$ cat src/rtl/ptsp_ram.sv
// generic single-port-write, single-port-read ram with registered read
`timescale 1ns / 1ps
module ptsp_ram #(
  parameter int WIDTH = 8,
  parameter int DEPTH = 16
) (
  input  logic                                      clk,
  input  logic                                      we,
  input  logic [(DEPTH > 1 ? $clog2(DEPTH) : 1)-1:0] waddr,
  input  logic [WIDTH-1:0]                          wdata,
  input  logic [(DEPTH > 1 ? $clog2(DEPTH) : 1)-1:0] raddr,
  output logic [WIDTH-1:0]                          rdata
);

  logic [WIDTH-1:0] mem [DEPTH];

  always_ff @(posedge clk) begin
    if (we) begin
      mem[waddr] <= wdata;
    end
    rdata <= mem[raddr];
  end

endmodule

$ cat config.mk
export PLATFORM = sky130hd
export DESIGN_NAME = ptsp_ram
export DESIGN_NICKNAME = d
export VERILOG_FILES = /design/src/rtl/ptsp_ram.sv
export SDC_FILE = /design/constraint.sdc
export NUM_CORES = 1
export LEC_CHECK = 0
export BUFFER_PORTS_ARGS = -buffer_cell sky130_fd_sc_hd__buf_4
export CAP_MARGIN = 20
export CORE_ASPECT_RATIO = 1.1
export CORE_MARGIN = 2
export CORE_UTILIZATION = 30
export CTS_CLUSTER_DIAMETER = 50
export DETAILED_ROUTE_END_ITERATION = 8
export PLACE_DENSITY_LB_ADDON = 0.2
export SLEW_MARGIN = 5
export SYNTH_ARGS = -nofsm -noshare
export SYNTH_HDL_FRONTEND = slang
export SYNTH_SLANG_ARGS = --single-unit
$ cat constraint.sdc
create_clock -name clk -period 2.76 [get_ports clk]
set_input_delay 0.69 -clock clk [delete_from_list [all_inputs] [get_ports clk]]
set_output_delay 0.69 -clock clk [all_outputs]
set_load 0.1 [all_outputs]
# ---- Word level (Yosys, flattened, before mapping)
# Memory sizes are Yosys's and may differ from the RTL's. A register that Yosys moved wholly into a read port is not among the register bits.
# Cells that the tools add are included.
dict set report op_classes {
  muxes 2
}
# op n
set ops {}
lappend ops {{2-to-1 mux 1 bit} 2}
dict set report totals {
  reg_bits 0
  ram_bits 128
  in_bits 18
  out_inout_bits 8
  word_cells 3
  mem_count 1
}
# memory words width rd rd_clocked_by_memory_dff wr line
set mem_list {}
lappend mem_list {mem 16 8 1 1 1 15} ;# logic [WIDTH-1:0] mem [DEPTH];

# ---- Logic depth before layout (Yosys ltp)
dict set report depth {
  word_depth 2
  mapped_depth 5
  ltp_nobuf 3
}

# ---- Worst setup path after synthesis
# No wires, ideal clock.
dict set report synth_timing {
  kind {input port to flip-flop}
  start {input waddr[2] (netlist name)}
  end {memory mem[0][0], enable pin}
  setup_ps 383
  t_arrival_ps 1800
  required_ps 2377
  path_slack_ps 577
  cell_stages 2
  n_path_buf 0
  cell_sequence {or3b_2 nor3_1}
}
# item line
set synth_rtl {}
lappend synth_rtl {{start, declared} 9} ;# input logic [(DEPTH > 1 ? $clog2(DEPTH) : 1)-1:0] waddr,
lappend synth_rtl {{end, declared} 15}
# Straight into the memory's write port.

==> flow_summary.json <==
{
  "core-area_um2": 16900,
  "vdd_drop_max_uv": 395,
  "critPathMaxFanout": 32,
  "synth_seq_cells": 136,
  "timing.fmax_ghz": 0.559,
  "vias": 2406,
  "power_uw": 4700,
  "yosysWarnings": 0,
  "post-dp-hpwl_um": 6610,
  "detail-route-antenna-nets": 0,
  "path_clk_slew_ns": 0.05,
  "worstPathRequired_ns": 3.05,
  "clock_sinks": 136,
  "skew_ns": 0.0138,
  "synthesis.area_um2": 5150,
  "cts_tree": "yes",
  "worst_pin_slew_ns": 0.719,
  "synthToLayoutAreaGrowth_pct": 20.4,
  "grt_max_degree": 33,
  "syn_avg_cell_area_um2": 22.5,
  "diodes": 0,
  "gp_congestion": 0.727,
  "hold_path.class": "in2reg",
  "cts_setup_buffers": 0,
  "wl_per_cell_um": 20.6,
  "hold_viol": 0,
  "fin_nets": 299,
  "status": "finished clean",
  "die_w_um": 129,
  "slew_headroom_pct": 51.9,
  "track_usage_pct": 12.4,
  "drive_gt1_share_pct": 30.6,
  "crit_path_start_kind": "primary input",
  "syn-num-nets": 247,
  "grt_pass1_wl_um": 15800,
  "cts_hold_buf": 0,
  "worst_ep_arrival_time_ns": 2.07,
  "synth.distinct_cells": 19,
  "end_kind": "register",
  "start_util_pct": 30.5,
  "power.leakage_uw": 0.00208,
  "die_area_um2": 18200,
  "ios": 26,
  "power_density_nw_per_um2": 758,
  "via_per_inst": 4.79,
  "antenna_found_initial": 0,
  "drtIter0Drc": 171,
  "finalCritPeriodShare_pct": 64.8,
  "rsz0062_at_grt": "no",
  "cts_buffers": 17,
  "num_rows": 50,
  "slew_violations": 0,
  "setup_viol": 0,
  "wirelength_um": 10400,
  "clock_latency_ns": 0.42,
  "cts_resized": 0,
  "grt_pass1_vias": 2472,
  "grt_overflow": 0,
  "drc": 0,
  "tns_ns": 0,
  "htreeDepth": 4,
  "r2r_setup_slack_ns": 1.34,
  "root_buffer": "clkbuf_16",
  "min_period_ns": 1.79,
  "critPathKind": "in2reg",
  "cap_violations": 0,
  "port_buffers": 25,
  "drtPass1Iterations": 4,
  "fp.dieH_um": 141,
  "synthesis.instances": 229,
  "clock_path_buffers": 2,
  "yosysSeqAreaShare_pct": 77.8
}
cells by family after synthesis:
family / Yosys count / share of synthesized area [%]
flops: 136 / 77.8
compound gates: 16 / 2.33
buf+inv: 10 / 1.68
mux: 32 / 15.0
simple gates: 35 / 3.18
flip-flops by register name, indices dropped and copies added, names as in the netlist:
register  flops
mem         128
rdata         8
area by class of cell:
class,count,area [µm²]
Clock buffer,23,468
Clock inverter,9,75.1
Fill cell,1589,10700
Multi-Input combinational cell,83,1060
Sequential cell,136,4000
Tap cell,208,260
Timing Repair Buffer,43,335
final timing paths:
path	end	cells past startpoint	start
hold / removal	mem[4][0]$_DFFE_PP_	1	wdata[0]
hold reg to reg	rdata[2]$_DFF_P_	3	mem[14][2]$_DFFE_PP_
setup / recovery	rdata[1]$_DFF_P_	5	raddr[0]
setup reg to reg	rdata[1]$_DFF_P_	3	mem[1][1]$_DFFE_PP_
Yosys cell counts:
cell,number,area (µm²)
nand3b_1,2,15.0
dfxtp_1,8,160
buf_6,3,33.8
edfxtp_1,128,3840
mux4_1,14,368
nand2_1,9,33.8
nand3_1,1,5.00
clkdlybuf4s25_2,3,30.0
nor3_1,4,20.0
or3b_2,1,8.76
nor2_1,13,48.8
buf_4,1,7.51
and2b_1,1,7.51
a22oi_1,16,120
mux4_2,18,405
and2_1,1,6.26
buf_2,3,15.0
nor2b_1,1,6.26
nand2b_1,2,12.5
cell usage in the layout (no fill, tap or decap), drive strengths merged:
cell	synthesis	routed
edfxtp	128	128
buf	7	43
mux4	32	32
clkbuf	0	23
a22oi	16	16
nor2	13	13
nand2	9	9
dfxtp	8	8
clkinv	0	6
nor3	4	4
nand3b	2	2
nand2b	2	2
clkinvlp	0	2
nor2b	1	1
and2	1	1
and2b	1	1
nand3	1	1
or3b	1	1
bufinv	0	1
layer usage:
layer / up-vias / wire [µm] / GRT usage, %
met4: 0 / 127 / 5.66
met5: - / 0 / 0
met2: 64 / 4850 / 18.5
met3: 7 / 418 / 3.36
li1: 1074 / - / -
met1: 1261 / 4960 / 17.2
through the flow:
step           cells  hold slack (ns)  instance area, µm²  util [%]  worst slack [ns]
2_1_floorplan    229            0.629                5150         -             0.577
3_3_place_gp     470            0.657                5660      33.5             0.547
3_5_place_dp     470            0.665                5660      33.5             0.546
4_1_cts          502            0.577                6200      36.7             0.939
5_1_grt          502            0.586                6200      36.7             0.918
6_report         502            0.583                6200      36.7             0.971
where the power goes:
group / switching (µW) / leakage, µW / total [µW] / internal, µW
combinational: 222 / 0.000592 / 328 / 106
clock: 771 / 0.000266 / 2040 / 1270
sequential: 15.0 / 0.00122 / 2330 / 2310
critical path, cell delays in order:
cell and delay [ns]:
buf_4 0.09, buf_12 0.24, mux4_1 0.58, a22oi_1 0.33
nand2_1 0.10
No activity file was read; power rests on OpenSTA's default activity.
